[src/rtl/tsfs_pkg.sv]
`timescale 1ns / 1ps
// ----------------------------------------------------------------------------
// tsfs_pkg
// Shared types and constants for the touch sample filter scan core.
// ----------------------------------------------------------------------------
package tsfs_pkg;

  localparam int SAMPLES_PER_READ = 5;
  localparam int SCAN_GROUPS      = 4;
  localparam int GRP_W            = 2;
  localparam logic [GRP_W-1:0] GRP_LAST = GRP_W'(SCAN_GROUPS - 1);

  localparam int SAMPLE_W = 13;
  localparam int POS_W    = $clog2(SAMPLES_PER_READ);
  localparam logic [POS_W-1:0] POS_LAST = POS_W'(SAMPLES_PER_READ - 1);
  localparam int SUM_W    = SAMPLE_W + $clog2(SAMPLES_PER_READ);

  localparam int TRIM_DIV    = SAMPLES_PER_READ - 2;
  localparam int RECIP_SHIFT = 32;
  localparam int RECIP_W     = RECIP_SHIFT + 1;
  localparam logic [RECIP_W-1:0] RECIP = RECIP_W'((64'd1 << RECIP_SHIFT) / TRIM_DIV);
  localparam int PROD_W      = SUM_W + RECIP_W;

  localparam int QDEPTH = 4;
  localparam int QPTR_W = $clog2(QDEPTH);
  localparam int QCNT_W = QPTR_W + 1;

  localparam int CFG_IDX_W  = 3;
  localparam int CFG_DATA_W = 20;
  localparam int SCALE_W    = 20;
  localparam int OFFSET_W   = 16;
  localparam int WINDOW_W   = 10;
  localparam int COORD_W    = 16;
  localparam int FRAC_W     = 16;
  localparam int PX_W       = SCALE_W + SAMPLE_W + 1;
  localparam int V_W        = PX_W + 1;

  localparam logic [COORD_W-1:0]  COORD_MAX  = '1;
  localparam logic [SCALE_W-1:0]  SCALE_RST  = SCALE_W'(65536);
  localparam logic [WINDOW_W-1:0] WINDOW_RST = WINDOW_W'(50);

  typedef enum logic [CFG_IDX_W-1:0] {
    REG_X_SCALE  = 3'd0,
    REG_Y_SCALE  = 3'd1,
    REG_X_OFFSET = 3'd2,
    REG_Y_OFFSET = 3'd3,
    REG_WINDOW   = 3'd4
  } cfg_reg_t;

  typedef enum logic [1:0] {
    OP_START,
    OP_PENUP,
    OP_SAMPLE
  } op_t;

  typedef enum logic [3:0] {
    B_IDLE,
    B_TRIM,
    B_MUL1,
    B_MUL2,
    B_FIX,
    B_AGREE,
    B_MULXY,
    B_SAT,
    B_EMIT
  } bstate_t;

  typedef struct packed {
    op_t                 op;
    logic                ack;
    logic                raw;
    logic                first;
    logic                last;
    logic [GRP_W-1:0]    grp;
    logic [SAMPLE_W-1:0] sample;
  } qent_t;

  typedef struct packed {
    logic [SCALE_W-1:0]  x_scale;
    logic [SCALE_W-1:0]  y_scale;
    logic [OFFSET_W-1:0] x_offset;
    logic [OFFSET_W-1:0] y_offset;
    logic [WINDOW_W-1:0] window;
  } cfg_t;

  typedef struct packed {
    logic               touching;
    logic               press_captured;
    logic [COORD_W-1:0] x_position;
    logic [COORD_W-1:0] y_position;
    logic [COORD_W-1:0] press_x;
    logic [COORD_W-1:0] press_y;
    logic               reading_ok;
  } res_t;

endpackage

[src/rtl/tsfs_front.sv]
`timescale 1ns / 1ps
// ----------------------------------------------------------------------------
// tsfs_front
// Accepts input beats, tracks scan position and tags each beat for the back.
// ----------------------------------------------------------------------------
module tsfs_front (
  input  logic                           clk,
  input  logic                           rst,
  input  logic                           in_valid,
  output logic                           in_ready,
  input  logic                           pen_down,
  input  logic [15:0]                    sample_word,
  input  logic                           raw_mode,
  input  logic                           ack_press,
  input  logic                           q_full,
  output logic                           q_push,
  output tsfs_pkg::qent_t                q_ent
);
  import tsfs_pkg::*;

  logic             active;
  logic [POS_W-1:0] pos;
  logic [GRP_W-1:0] grp;

  assign in_ready = !q_full;
  assign q_push   = in_valid && in_ready;

  always_comb begin
    q_ent.ack    = ack_press;
    q_ent.raw    = raw_mode;
    q_ent.first  = (pos == '0);
    q_ent.last   = (pos == POS_LAST);
    q_ent.grp    = grp;
    q_ent.sample = sample_word[15:3];
    if (active) begin
      q_ent.op = OP_SAMPLE;
    end else if (pen_down) begin
      q_ent.op = OP_START;
    end else begin
      q_ent.op = OP_PENUP;
    end
  end

  always_ff @(posedge clk) begin
    if (rst) begin
      active <= 1'b0;
      pos    <= '0;
      grp    <= '0;
    end else if (q_push) begin
      if (!active) begin
        if (pen_down) begin
          active <= 1'b1;
          pos    <= '0;
          grp    <= '0;
        end
      end else if (pos == POS_LAST) begin
        pos <= '0;
        if (grp == GRP_LAST) begin
          active <= 1'b0;
        end else begin
          grp <= grp + 1'b1;
        end
      end else begin
        pos <= pos + 1'b1;
      end
    end
  end

endmodule

[src/rtl/tsfs_queue.sv]
`timescale 1ns / 1ps
// ----------------------------------------------------------------------------
// tsfs_queue
// Short FIFO of tagged beats between front and back.
// ----------------------------------------------------------------------------
module tsfs_queue (
  input  logic            clk,
  input  logic            rst,
  input  logic            push,
  input  tsfs_pkg::qent_t wr_ent,
  output logic            full,
  input  logic            pop,
  output tsfs_pkg::qent_t rd_ent,
  output logic            empty
);
  import tsfs_pkg::*;

  qent_t              slots [QDEPTH];
  logic [QPTR_W-1:0]  wr_ptr;
  logic [QPTR_W-1:0]  rd_ptr;
  logic [QCNT_W-1:0]  count;

  assign full   = (count == QCNT_W'(QDEPTH));
  assign empty  = (count == '0);
  assign rd_ent = slots[rd_ptr];

  always_ff @(posedge clk) begin
    if (push) begin
      slots[wr_ptr] <= wr_ent;
    end
  end

  always_ff @(posedge clk) begin
    if (rst) begin
      wr_ptr <= '0;
      rd_ptr <= '0;
      count  <= '0;
    end else begin
      if (push) begin
        wr_ptr <= wr_ptr + 1'b1;
      end
      if (pop) begin
        rd_ptr <= rd_ptr + 1'b1;
      end
      if (push && !pop) begin
        count <= count + 1'b1;
      end else if (pop && !push) begin
        count <= count - 1'b1;
      end
    end
  end

endmodule

[src/rtl/tsfs_back.sv]
`timescale 1ns / 1ps
// ----------------------------------------------------------------------------
// tsfs_back
// Trimmed mean, agreement check, calibration and press tracking.
// ----------------------------------------------------------------------------
module tsfs_back (
  input  logic            clk,
  input  logic            rst,
  input  tsfs_pkg::cfg_t  cfg,
  input  logic            q_empty,
  input  tsfs_pkg::qent_t q_ent,
  output logic            q_pop,
  output logic            out_valid,
  input  logic            out_ready,
  output tsfs_pkg::res_t  res
);
  import tsfs_pkg::*;

  bstate_t             state;
  bstate_t             state_next;
  logic                load;

  logic [1:0]          flags;
  logic [1:0]          flags_acked;
  logic [COORD_W-1:0]  cur_x;
  logic [COORD_W-1:0]  cur_y;
  logic [COORD_W-1:0]  fp_x;
  logic [COORD_W-1:0]  fp_y;

  logic [SUM_W-1:0]    acc_sum;
  logic [SAMPLE_W-1:0] acc_min;
  logic [SAMPLE_W-1:0] acc_max;
  logic [GRP_W-1:0]    grp;
  logic                raw_l;
  logic [SUM_W-1:0]    trim;
  logic [PROD_W-1:0]   prod;
  logic [SUM_W-1:0]    q0;
  logic [SUM_W-1:0]    rem;
  logic [SUM_W-1:0]    mean_full;
  logic [SAMPLE_W-1:0] mean;

  logic [SAMPLE_W-1:0] p1x;
  logic [SAMPLE_W-1:0] p1y;
  logic [SAMPLE_W-1:0] p2x;
  logic [SAMPLE_W-1:0] p2y;
  logic [SAMPLE_W-1:0] dx;
  logic [SAMPLE_W-1:0] dy;
  logic [SAMPLE_W:0]   sx;
  logic [SAMPLE_W:0]   sy;
  logic                ok_r;
  logic [SAMPLE_W-1:0] ax;
  logic [SAMPLE_W-1:0] ay;
  logic signed [PX_W-1:0] px;
  logic signed [PX_W-1:0] py;
  logic signed [V_W-1:0]  vx;
  logic signed [V_W-1:0]  vy;
  logic [COORD_W-1:0]  nx;
  logic [COORD_W-1:0]  ny;

  function automatic logic [COORD_W-1:0] sat_pos(input logic signed [V_W-1:0] v);
    if (v[V_W-1]) begin
      return '0;
    end else if (|v[V_W-2:FRAC_W+COORD_W]) begin
      return COORD_MAX;
    end else begin
      return v[FRAC_W+COORD_W-1:FRAC_W];
    end
  endfunction

  assign q_pop       = (state == B_IDLE) && !q_empty;
  assign load        = (state == B_EMIT) && (!out_valid || out_ready);
  assign flags_acked = {flags[1], flags[0] & ~q_ent.ack};

  assign rem       = trim - SUM_W'(q0 * SUM_W'(TRIM_DIV));
  assign mean_full = (rem >= SUM_W'(TRIM_DIV)) ? q0 + 1'b1 : q0;
  assign mean      = mean_full[SAMPLE_W-1:0];

  assign dx = (p1x > p2x) ? p1x - p2x : p2x - p1x;
  assign dy = (p1y > p2y) ? p1y - p2y : p2y - p1y;
  assign sx = {1'b0, p1x} + {1'b0, p2x};
  assign sy = {1'b0, p1y} + {1'b0, p2y};

  assign vx = {px[PX_W-1], px}
            + {{(V_W-OFFSET_W-FRAC_W){cfg.x_offset[OFFSET_W-1]}}, cfg.x_offset, FRAC_W'(0)};
  assign vy = {py[PX_W-1], py}
            + {{(V_W-OFFSET_W-FRAC_W){cfg.y_offset[OFFSET_W-1]}}, cfg.y_offset, FRAC_W'(0)};
  assign nx = !ok_r ? cur_x : (raw_l ? COORD_W'(ax) : sat_pos(vx));
  assign ny = !ok_r ? cur_y : (raw_l ? COORD_W'(ay) : sat_pos(vy));

  always_ff @(posedge clk) begin
    if (rst) begin
      state <= B_IDLE;
    end else begin
      state <= state_next;
    end
  end

  always_comb begin
    state_next = state;
    unique case (state)
      B_IDLE: begin
        if (q_pop) begin
          if (q_ent.op == OP_PENUP) begin
            state_next = B_EMIT;
          end else if (q_ent.op == OP_SAMPLE && q_ent.last) begin
            state_next = B_TRIM;
          end
        end
      end
      B_TRIM:  state_next = B_MUL1;
      B_MUL1:  state_next = B_MUL2;
      B_MUL2:  state_next = B_FIX;
      B_FIX:   state_next = (grp == GRP_LAST) ? B_AGREE : B_IDLE;
      B_AGREE: state_next = B_MULXY;
      B_MULXY: state_next = B_SAT;
      B_SAT:   state_next = B_EMIT;
      B_EMIT: begin
        if (load) begin
          state_next = B_IDLE;
        end
      end
      default: state_next = B_IDLE;
    endcase
  end

  always_ff @(posedge clk) begin
    if (rst) begin
      flags <= '0;
      cur_x <= '0;
      cur_y <= '0;
      fp_x  <= '0;
      fp_y  <= '0;
    end else if (q_pop) begin
      flags <= flags_acked;
      if (q_ent.op == OP_PENUP) begin
        if (flags[1]) begin
          flags <= {1'b0, flags_acked[0]};
        end else begin
          fp_x  <= '0;
          fp_y  <= '0;
          cur_x <= COORD_MAX;
          cur_y <= COORD_MAX;
        end
      end
    end else if (state == B_SAT) begin
      cur_x <= nx;
      cur_y <= ny;
      if (!flags[1]) begin
        flags <= 2'b11;
        fp_x  <= nx;
        fp_y  <= ny;
      end
    end
  end

  always_ff @(posedge clk) begin
    unique case (state)
      B_IDLE: begin
        if (q_pop) begin
          if (q_ent.op == OP_PENUP) begin
            ok_r <= 1'b0;
          end
          if (q_ent.op == OP_SAMPLE) begin
            grp   <= q_ent.grp;
            raw_l <= q_ent.raw;
            if (q_ent.first) begin
              acc_sum <= SUM_W'(q_ent.sample);
              acc_min <= q_ent.sample;
              acc_max <= q_ent.sample;
            end else begin
              acc_sum <= acc_sum + SUM_W'(q_ent.sample);
              if (q_ent.sample < acc_min) begin
                acc_min <= q_ent.sample;
              end
              if (q_ent.sample > acc_max) begin
                acc_max <= q_ent.sample;
              end
            end
          end
        end
      end
      B_TRIM: trim <= acc_sum - SUM_W'(acc_min) - SUM_W'(acc_max);
      B_MUL1: prod <= PROD_W'(trim) * PROD_W'(RECIP);
      B_MUL2: q0   <= prod[RECIP_SHIFT +: SUM_W];
      B_FIX: begin
        unique case (grp)
          2'd0:    p1x <= mean;
          2'd1:    p1y <= mean;
          2'd2:    p2x <= mean;
          default: p2y <= mean;
        endcase
      end
      B_AGREE: begin
        ok_r <= (dx < SAMPLE_W'(cfg.window)) && (dy < SAMPLE_W'(cfg.window));
        ax   <= sx[SAMPLE_W:1];
        ay   <= sy[SAMPLE_W:1];
      end
      B_MULXY: begin
        px <= PX_W'($signed(cfg.x_scale)) * $signed({{(PX_W-SAMPLE_W){1'b0}}, ax});
        py <= PX_W'($signed(cfg.y_scale)) * $signed({{(PX_W-SAMPLE_W){1'b0}}, ay});
      end
      default: ;
    endcase
  end

  always_ff @(posedge clk) begin
    if (rst) begin
      out_valid <= 1'b0;
    end else if (load) begin
      out_valid <= 1'b1;
    end else if (out_ready) begin
      out_valid <= 1'b0;
    end
  end

  always_ff @(posedge clk) begin
    if (load) begin
      res.touching       <= flags[1];
      res.press_captured <= flags[0];
      res.x_position     <= cur_x;
      res.y_position     <= cur_y;
      res.press_x        <= fp_x;
      res.press_y        <= fp_y;
      res.reading_ok     <= ok_r;
    end
  end

`ifndef SYNTHESIS
  a_ok_implies_touch: assert property (@(posedge clk) disable iff (rst)
    out_valid && res.reading_ok |-> res.touching)
    else $error("good reading reported without pen down");

  a_emit_fills: assert property (@(posedge clk) disable iff (rst)
    state == B_EMIT && !out_valid |=> out_valid)
    else $error("result not loaded into empty output register");

  a_last_group: assert property (@(posedge clk) disable iff (rst)
    state == B_FIX && grp == GRP_LAST |=> state == B_AGREE)
    else $error("last group did not go to agreement check");

  a_pen_set: assert property (@(posedge clk) disable iff (rst)
    state == B_SAT |=> flags[1])
    else $error("pen-down flag clear after pen-down scan");
`endif

endmodule

[src/rtl/touch_sample_filter_scan_core.sv]
`timescale 1ns / 1ps
// ----------------------------------------------------------------------------
// touch_sample_filter_scan_core
// Resistive touch scan filter: one beat per converter word, one result per
// scan. A beat with no scan active starts one: pen up gives a result at once,
// pen down is followed by 4 x 5 sample beats (X, Y, X, Y groups). Each group
// is trimmed (min and max dropped) and averaged, the X and Y pairs must agree
// within the window, then the averages are scaled, offset and clamped unless
// raw mode is set. The front takes a beat per cycle while its 4-entry queue
// has room; the back drains one sample beat per cycle except while busy with
// the trim, reciprocal multiply and correction states at the end of each
// group, or the agreement, calibration multiply, clamp and result load states
// at scan end. A pen-up scan goes straight to result load. Configuration
// writes are taken every cycle and must be made only while the block is idle.
// ----------------------------------------------------------------------------
module touch_sample_filter_scan_core (
  input  logic                                clk,
  input  logic                                rst,
  input  logic                                cfg_valid,
  output logic                                cfg_ready,
  input  logic [tsfs_pkg::CFG_IDX_W-1:0]      cfg_index,
  input  logic [tsfs_pkg::CFG_DATA_W-1:0]     cfg_data,
  input  logic                                in_valid,
  output logic                                in_ready,
  input  logic                                pen_down,
  input  logic [15:0]                         sample_word,
  input  logic                                raw_mode,
  input  logic                                ack_press,
  output logic                                out_valid,
  input  logic                                out_ready,
  output logic                                touching,
  output logic                                press_captured,
  output logic [tsfs_pkg::COORD_W-1:0]        x_position,
  output logic [tsfs_pkg::COORD_W-1:0]        y_position,
  output logic [tsfs_pkg::COORD_W-1:0]        press_x,
  output logic [tsfs_pkg::COORD_W-1:0]        press_y,
  output logic                                reading_ok
);
  import tsfs_pkg::*;

  cfg_t  cfg;
  qent_t push_ent;
  qent_t pop_ent;
  res_t  res;
  logic  q_push;
  logic  q_pop;
  logic  q_full;
  logic  q_empty;

  assign cfg_ready = 1'b1;

  always_ff @(posedge clk) begin
    if (rst) begin
      cfg.x_scale  <= SCALE_RST;
      cfg.y_scale  <= SCALE_RST;
      cfg.x_offset <= '0;
      cfg.y_offset <= '0;
      cfg.window   <= WINDOW_RST;
    end else if (cfg_valid && cfg_ready) begin
      unique case (cfg_index)
        REG_X_SCALE:  cfg.x_scale  <= cfg_data[SCALE_W-1:0];
        REG_Y_SCALE:  cfg.y_scale  <= cfg_data[SCALE_W-1:0];
        REG_X_OFFSET: cfg.x_offset <= cfg_data[OFFSET_W-1:0];
        REG_Y_OFFSET: cfg.y_offset <= cfg_data[OFFSET_W-1:0];
        REG_WINDOW:   cfg.window   <= cfg_data[WINDOW_W-1:0];
        default: ;
      endcase
    end
  end

  tsfs_front u_front (
    .clk         (clk),
    .rst         (rst),
    .in_valid    (in_valid),
    .in_ready    (in_ready),
    .pen_down    (pen_down),
    .sample_word (sample_word),
    .raw_mode    (raw_mode),
    .ack_press   (ack_press),
    .q_full      (q_full),
    .q_push      (q_push),
    .q_ent       (push_ent)
  );

  tsfs_queue u_queue (
    .clk    (clk),
    .rst    (rst),
    .push   (q_push),
    .wr_ent (push_ent),
    .full   (q_full),
    .pop    (q_pop),
    .rd_ent (pop_ent),
    .empty  (q_empty)
  );

  tsfs_back u_back (
    .clk       (clk),
    .rst       (rst),
    .cfg       (cfg),
    .q_empty   (q_empty),
    .q_ent     (pop_ent),
    .q_pop     (q_pop),
    .out_valid (out_valid),
    .out_ready (out_ready),
    .res       (res)
  );

  assign touching       = res.touching;
  assign press_captured = res.press_captured;
  assign x_position     = res.x_position;
  assign y_position     = res.y_position;
  assign press_x        = res.press_x;
  assign press_y        = res.press_y;
  assign reading_ok     = res.reading_ok;

endmodule

[config.mk]
export PLATFORM = sky130hd
export DESIGN_NAME = touch_sample_filter_scan_core
export DESIGN_NICKNAME = d
export VERILOG_FILES = /design/src/rtl/tsfs_pkg.sv /design/src/rtl/tsfs_front.sv /design/src/rtl/tsfs_queue.sv /design/src/rtl/tsfs_back.sv /design/src/rtl/touch_sample_filter_scan_core.sv
export SDC_FILE = /design/constraint.sdc
export NUM_CORES = 2
export LEC_CHECK = 0
export BUFFER_PORTS_ARGS = -buffer_cell sky130_fd_sc_hd__buf_2
export CAP_MARGIN = 20
export CORE_MARGIN = 1
export CORE_UTILIZATION = 47
export DETAILED_ROUTE_END_ITERATION = 10
export GPL_ROUTABILITY_DRIVEN = 0
export GPL_TIMING_DRIVEN = 0
export MAX_ROUTING_LAYER = met4
export PLACE_DENSITY = 0.73
export REMOVE_ABC_BUFFERS = 1
export SETUP_SLACK_MARGIN = 0.3
export SLEW_MARGIN = 20
export SYNTH_ARGS = -nofsm -noshare
export SYNTH_HDL_FRONTEND = slang
export SYNTH_SLANG_ARGS = --single-unit
[constraint.sdc]
create_clock -name clk -period 16.2 [get_ports clk]
set_input_delay 3.24 -clock clk [delete_from_list [all_inputs] [get_ports clk]]
set_output_delay 3.24 -clock clk [all_outputs]
set_load 0.02 [all_outputs]
=== Word level (Yosys, flattened, before mapping) ===
Memory sizes are Yosys's and may differ from the RTL's. A register that Yosys moved wholly into a read port is not among the register bits.
Cells that the tools add are included.

* $add $sub $neg: 19
* Reductions and logical operators: 48
* Equal/unequal tests: 29
* Bitwise operators: 4
* Order comparisons: 7
* Multipliers: 4
* Muxes and demuxes: 64

{| class="wikitable"
|+ Operators by type and width
! operator !! count
|-
| $mux W16 || 22
|-
| $mux W13 || 8
|-
| $add A34 B32 Y35 || 2
|-
| $mul A20 B14 Y34 || 2
|-
| $sub A13 B13 Y13 || 4
|-
| $mul A16 B31 Y47 const B || 1
|-
| $gt A13 B13 Y1 || 3
|-
| $pmux W4 S9 || 1
|-
| $sub A16 B13 Y16 || 2
|-
| $add A13 B13 Y14 || 2
|-
| $lt A13 B10 Y1 || 2
|-
| $reduce_and A2 Y1 || 12
|-
| $mux W2 || 10
|-
| $mux W3 || 6
|-
| $add A16 B13 Y16 || 1
|-
| $eq A4 B3 Y1 const B || 4
|-
| $ge A16 B2 Y1 const B || 1
|-
| $mul A15 B2 Y16 const B || 1
|-
| $mux W4 || 4
|-
| $sub A16 B16 Y16 || 1
|-
| $reduce_and A3 Y1 || 5
|-
| $reduce_bool A2 Y1 || 7
|-
| $add A13 B1 Y13 const B || 1
|-
| $lt A13 B13 Y1 || 1
|-
| other kinds (27) || 72
|}

* Memories: 1
* RAM bits: 84
* Bits in registers: 503
* Input bits: 47
* Word-level logic and storage cells: 220
* Output and inout port bits: 70

{| class="wikitable"
|+ Memories
! memory !! depth !! width !! rd ports !! clocked after memory_dff !! write ports !! line !! source
|-
| u_queue.slots || 4 || 21 || 1 || 1 || 1 || tsfs_queue.sv:18 || <nowiki>qent_t slots [QDEPTH];</nowiki>
|}

=== Logic depth before layout (Yosys ltp) ===
* Depth after elaboration: 9
* Gate-level depth with buffers: 25

=== By module ===
A second synthesis with hierarchy kept.

* Cell total of the unflattened synthesis: 4892
* Area, all modules: 49850.3 µm²

{| class="wikitable"
|+ Modules (own cells, without submodules)
! module !! area an instance (µm²) !! instances !! seq. area each (µm²) !! cells an instance
|-
| tsfs_back || 42620.9 || 1 || 9619.2 || 4383
|-
| tsfs_queue || 3460.8 || 1 || 2702.6 || 153
|-
| touch_sample_filter_scan_core || 3278.1 || 1 || 1641.6 || 298
|-
| tsfs_front || 490.5 || 1 || 120.1 || 58
|}

=== Least setup slack after synthesis ===
Ideal clock, no wire load.

* Path type: input to register
* Start: input port out_ready
* End: register, netlist name u_back.res[0]
* Arrival: 6.358 ns
* Stages: 2
* Setup slack: 9.342 ns
* Path buffers: 0
* Cells stage by stage: nand2b_1 -> nor2b_1

* Word-level cells in the longest chain between the ends: 2

{| class="wikitable"
|+ Ends and longest elaborated chain
! element !! line !! source
|-
| start: declaration || touch_sample_filter_scan_core.sv:30 || <nowiki>input logic out_ready,</nowiki>
|-
| $logic_or A1 B1 Y1 || tsfs_back.sv:71 || <nowiki>assign load = (state == B_EMIT) && (!out_valid || out_ready);</nowiki>
|-
| $logic_and A1 B1 Y1 || tsfs_back.sv:71 ||
|-
| named net u_back.load || tsfs_back.sv:21 || <nowiki>logic load;</nowiki>
|}

The timed path passes the listed nets, and every way through them passes these cells.
A chain may end at the register's enable or synchronous reset.

=== Final worst setup path ===
* Start: register u_back.ax[2]
* End: register u_back.px[33] (data pin)

* Word-level cells in the longest chain between the ends: 1

{| class="wikitable"
|+ Ends and longest elaborated chain
! element !! line !! source
|-
| start: declaration || tsfs_back.sv:51 || <nowiki>logic [SAMPLE_W-1:0] ax;</nowiki>
|-
| start signal: assignment || tsfs_back.sv:195 || <nowiki>ax <= sx[SAMPLE_W:1];</nowiki>
|-
| $mul A20 B14 Y34 || tsfs_back.sv:199 || <nowiki>px <= PX_W'($signed(cfg.x_scale)) * $signed({{(PX_W-SAMPLE_W){1'b0}}, ax});</nowiki>
|-
| end signal: assignment || tsfs_back.sv:199 ||
|-
| end: declaration || tsfs_back.sv:53 || <nowiki>logic signed [PX_W-1:0] px;</nowiki>
|}

Every way passes these cells.

==> results.md <==
- Number of synthesized flops with an enable pin: 357
- Pre-CTS setup slack: 8.61 ns
- Avg Inst Size Synth: 10.0 sq um
- Most frequent cell on the critical path: fa_1
- TritonCTS clock tree: done
- Hold Buf Count CTS: 0
- Netlist cell types: 87
- Outcome: complete, no violations
- Critical path launch point type: flip-flop
- Yosys top cell area share: 24.1%
- #FFs+latches synth: 525
- CP max-delay cell: edfxtp_1
- R2R Setup Slk: 8.59 ns
- Die width: 324 microns
- Root Buffer: clkbuf_16
- RSZ-0062 raised after global routing: no
- Placement Rows: 117
- Fin. max-slew vios: 0
- Vias: 33800
- Clk buf depth: 3
- CP arrival: 7.99 ns
- CP Capture Type: flip-flop
- Nets: 5984
- Worst vdd ir: 1.21 mV
- Mapped Cells: 4877
- Post-synth top flop: edfxtp_1
- Clk_skew: 0.0735 ns
- Postcts setup bufs: 0
- Die Ht: 324 microns
- Pwr dens: 229 nW/um^2
- Post-CTS Resized: 0
- Worst-skew pair later-pin latency: 0.67 ns
- CP cell instances: and2_1, fa_1, inv_1, fa_1, inv_1, fa_1, inv_1, fa_1, inv_1, fa_1, fa_1, ha_1, and4_1, a221oi_1, o211ai_1, nor3b_1, o41ai_1, o21ai_1, nand4_1, nand4b_1, a21oi_1, xnor2_1
- Area grow syn2layout: 7.56%
- Final WS setup: 8.59 ns
- Worst min path class: flip-flop to flip-flop
- Mapped Area: 48800 sq um
- Number of port buffers: 112
- Share of layout cells above drive strength 1: 5.86%
- Routed Antenna Nets: 0
- Final min period: 7.61 ns
- GRT overflow: 0
- Leading area contributor after synthesis: fa_1
- First-pass GRT wire length: 183000 microns
- FFs w/ async S/R, synth: 0%
- Number of global-route vias before repair: 35300
- Routed vias/inst: 5.38
- CP Max Fanout: 21
- Die Area: 105000 sq um
- CTS Buf Count: 54
- Final Cell Area: 52500 sq um
- Register area share after synthesis: 28.8%
- Yosys warns: 0
- # DRC: 0
- Max Clk Rate: 131 MHz
- Largest net degree at the start of global routing: 86
- DRT iter0 DRCs: 2216
- Post-DP HPWL: 83600 microns
- Initial antenna violation count: 10
- Routed WL per cell: 17.6 microns
- WP buf/inv: 4
- Setup TNS: 0 ns
- Critical path's top delay family: adder cells
- Register clock-pin slew on the reported worst setup and hold paths: 0.06 ns
- TritonRoute pass-1 iters: 8
- Max_slew headroom: 18.1%
- Sink Count: 525
- Worst-Margin Slew: 1.23 ns
- Post-place instance area: 50700 sq um
- Max Cap Viol: 0
- Count of final setup violators: 0
- Initial Utilization: 47.7%
- Area contributors post-synth: fa_1 24%, edfxtp_1 22%, ha_1 12%
- H-tree Lvls: 2
- Final worst-path cycle share: 47.0%
- Overall Global Routing Usage: 22.2%
- Fillers: 9091
- Worst EP required: 16.57 ns
- LEAKAGE: 24.2 nW
- Fin. Hold Viols: 0
- WL final: 111000 microns
- Kind of critical path: flip-flop to flip-flop
- Total core area: 102000 sq um
- Critical Path Max Stage Delay: 0.86 ns
- IO Pins: 117
final timing paths:
path	cells after the start	start	end
worst max-delay path	22	u_back.ax[2]$_DFFE_PP_	u_back.px[33]$_DFFE_PN_
worst min-delay path	0	u_back.prod[40]$_DFFE_PP_	u_back.q0[8]$_DFFE_PP_
worst max register to register	22	u_back.ax[2]$_DFFE_PP_	u_back.px[33]$_DFFE_PN_
worst min register to register	0	u_back.prod[40]$_DFFE_PP_	u_back.q0[8]$_DFFE_PP_
logic make-up (layout without fill, tap and decap cells):
group,Yosys count,in the layout,share of synthesized area (%)
and+or+nand+nor,1253,1253,12.2
DFF,525,525,28.8
xor gates and xnor gates,181,181,3.25
adders and majority gates,1066,1066,36.4
muxes,45,45,1.48
AOI/OAI and AO/OA,744,744,9.64
buffers and inverters,1062,1100,8.21
other,1,7,0.00768
cell usage in the layout, fill, tap and decap left out, types with 10 or more instances in the layout:
master	instances
ha_1	477
clkbuf_16	54
a21oi_1	256
and3_1	19
a21o_1	64
o21ai_0	137
nand3b_1	10
mux4_2	21
nand3_1	52
dfxtp_1	167
o22ai_1	22
nand2b_1	34
nor3_1	42
a211oi_1	30
inv_1	869
a31oi_1	24
edfxtp_1	357
nor4_1	12
o211ai_1	23
o21bai_1	28
xnor2_1	128
nor2b_1	30
mux2i_1	15
o32ai_1	13
or3_1	18
xor2_1	53
nand4_1	20
buf_2	112
fa_1	589
a22oi_1	22
nor2_1	184
o21a_1	29
and2_1	247
nand2_1	540
report_power, final:
| part | internal (mW) | switching [mW] | leakage, nW |
|---|---|---|---|
| clock network | 0.712 | 0.569 | 0.865 |
| registers | 1.97 | 0.140 | 4.63 |
| logic | 3.74 | 4.92 | 18.7 |
| total | 6.43 | 5.63 | 24.2 |
sequential cells by signal (all words and copies together), names as in the netlist, 3 cells and up, named ones only:
signal / flops
u_back.fp_y: 16
u_back.prod: 15
u_back.res: 67
u_back.py: 18
u_back.acc_sum: 16
u_back.acc_max: 13
u_back.state: 4
u_front.pos: 3
u_back.cur_y: 16
u_back.acc_min: 13
u_queue.count: 3
u_back.px: 18
u_back.p1y: 13
u_back.trim: 16
u_back.p2x: 13
u_back.ax: 13
cfg: 82
u_back.fp_x: 16
u_back.p2y: 13
u_back.q0: 15
u_back.cur_x: 16
u_queue.slots: 84
u_back.ay: 13
u_back.p1x: 13
metal layers:
metal	global-route usage, %	part of all wire (%)	up-vias
met5	-	0	-
met4	6.15	2.8	0
met3	2.36	5.6	205
met2	37.0	49	941
met1	28.6	43	16800
li1	-	-	15900
synth_stat cells (128+ instances only):
cell type and count:
fa_1 589, dfxtp_1 168, edfxtp_1 357, inv_1 870
xnor2_1 128, a21oi_1 256, nand2_1 540, ha_1 477
o21ai_0 137, nor2_1 190, clkbuf_1 166, and2_1 247
stage by stage:
stage | hold slack [ns] | cells | total power [mW] | util [%]
after floorplan | 0.400 | 4686 | 8.73 | -
after global placement | 0.402 | 6166 | 10.5 | 49.2
after detailed placement | 0.405 | 6182 | 10.8 | 49.5
after CTS | 0.415 | 6282 | 12.2 | 51.3
after global routing | 0.414 | 6286 | 13.6 | 51.3
final | 0.412 | 6289 | 12.1 | 51.3
final cells by class:
cell class              count  area [sq um]  share of cell area, %
diodes                      6          15.0                 0.0286
clock buffers              64          1410                   2.68
clock inverters            36           398                  0.757
inverters                 871          3270                   6.22
multi-input cells        3290         30800                   58.6
flip-flops and latches    525         14100                   26.8
well taps                1368          1710                   3.26
repair buffers            129           846                   1.61
Note: power is estimated with default switching activity, not from simulation.
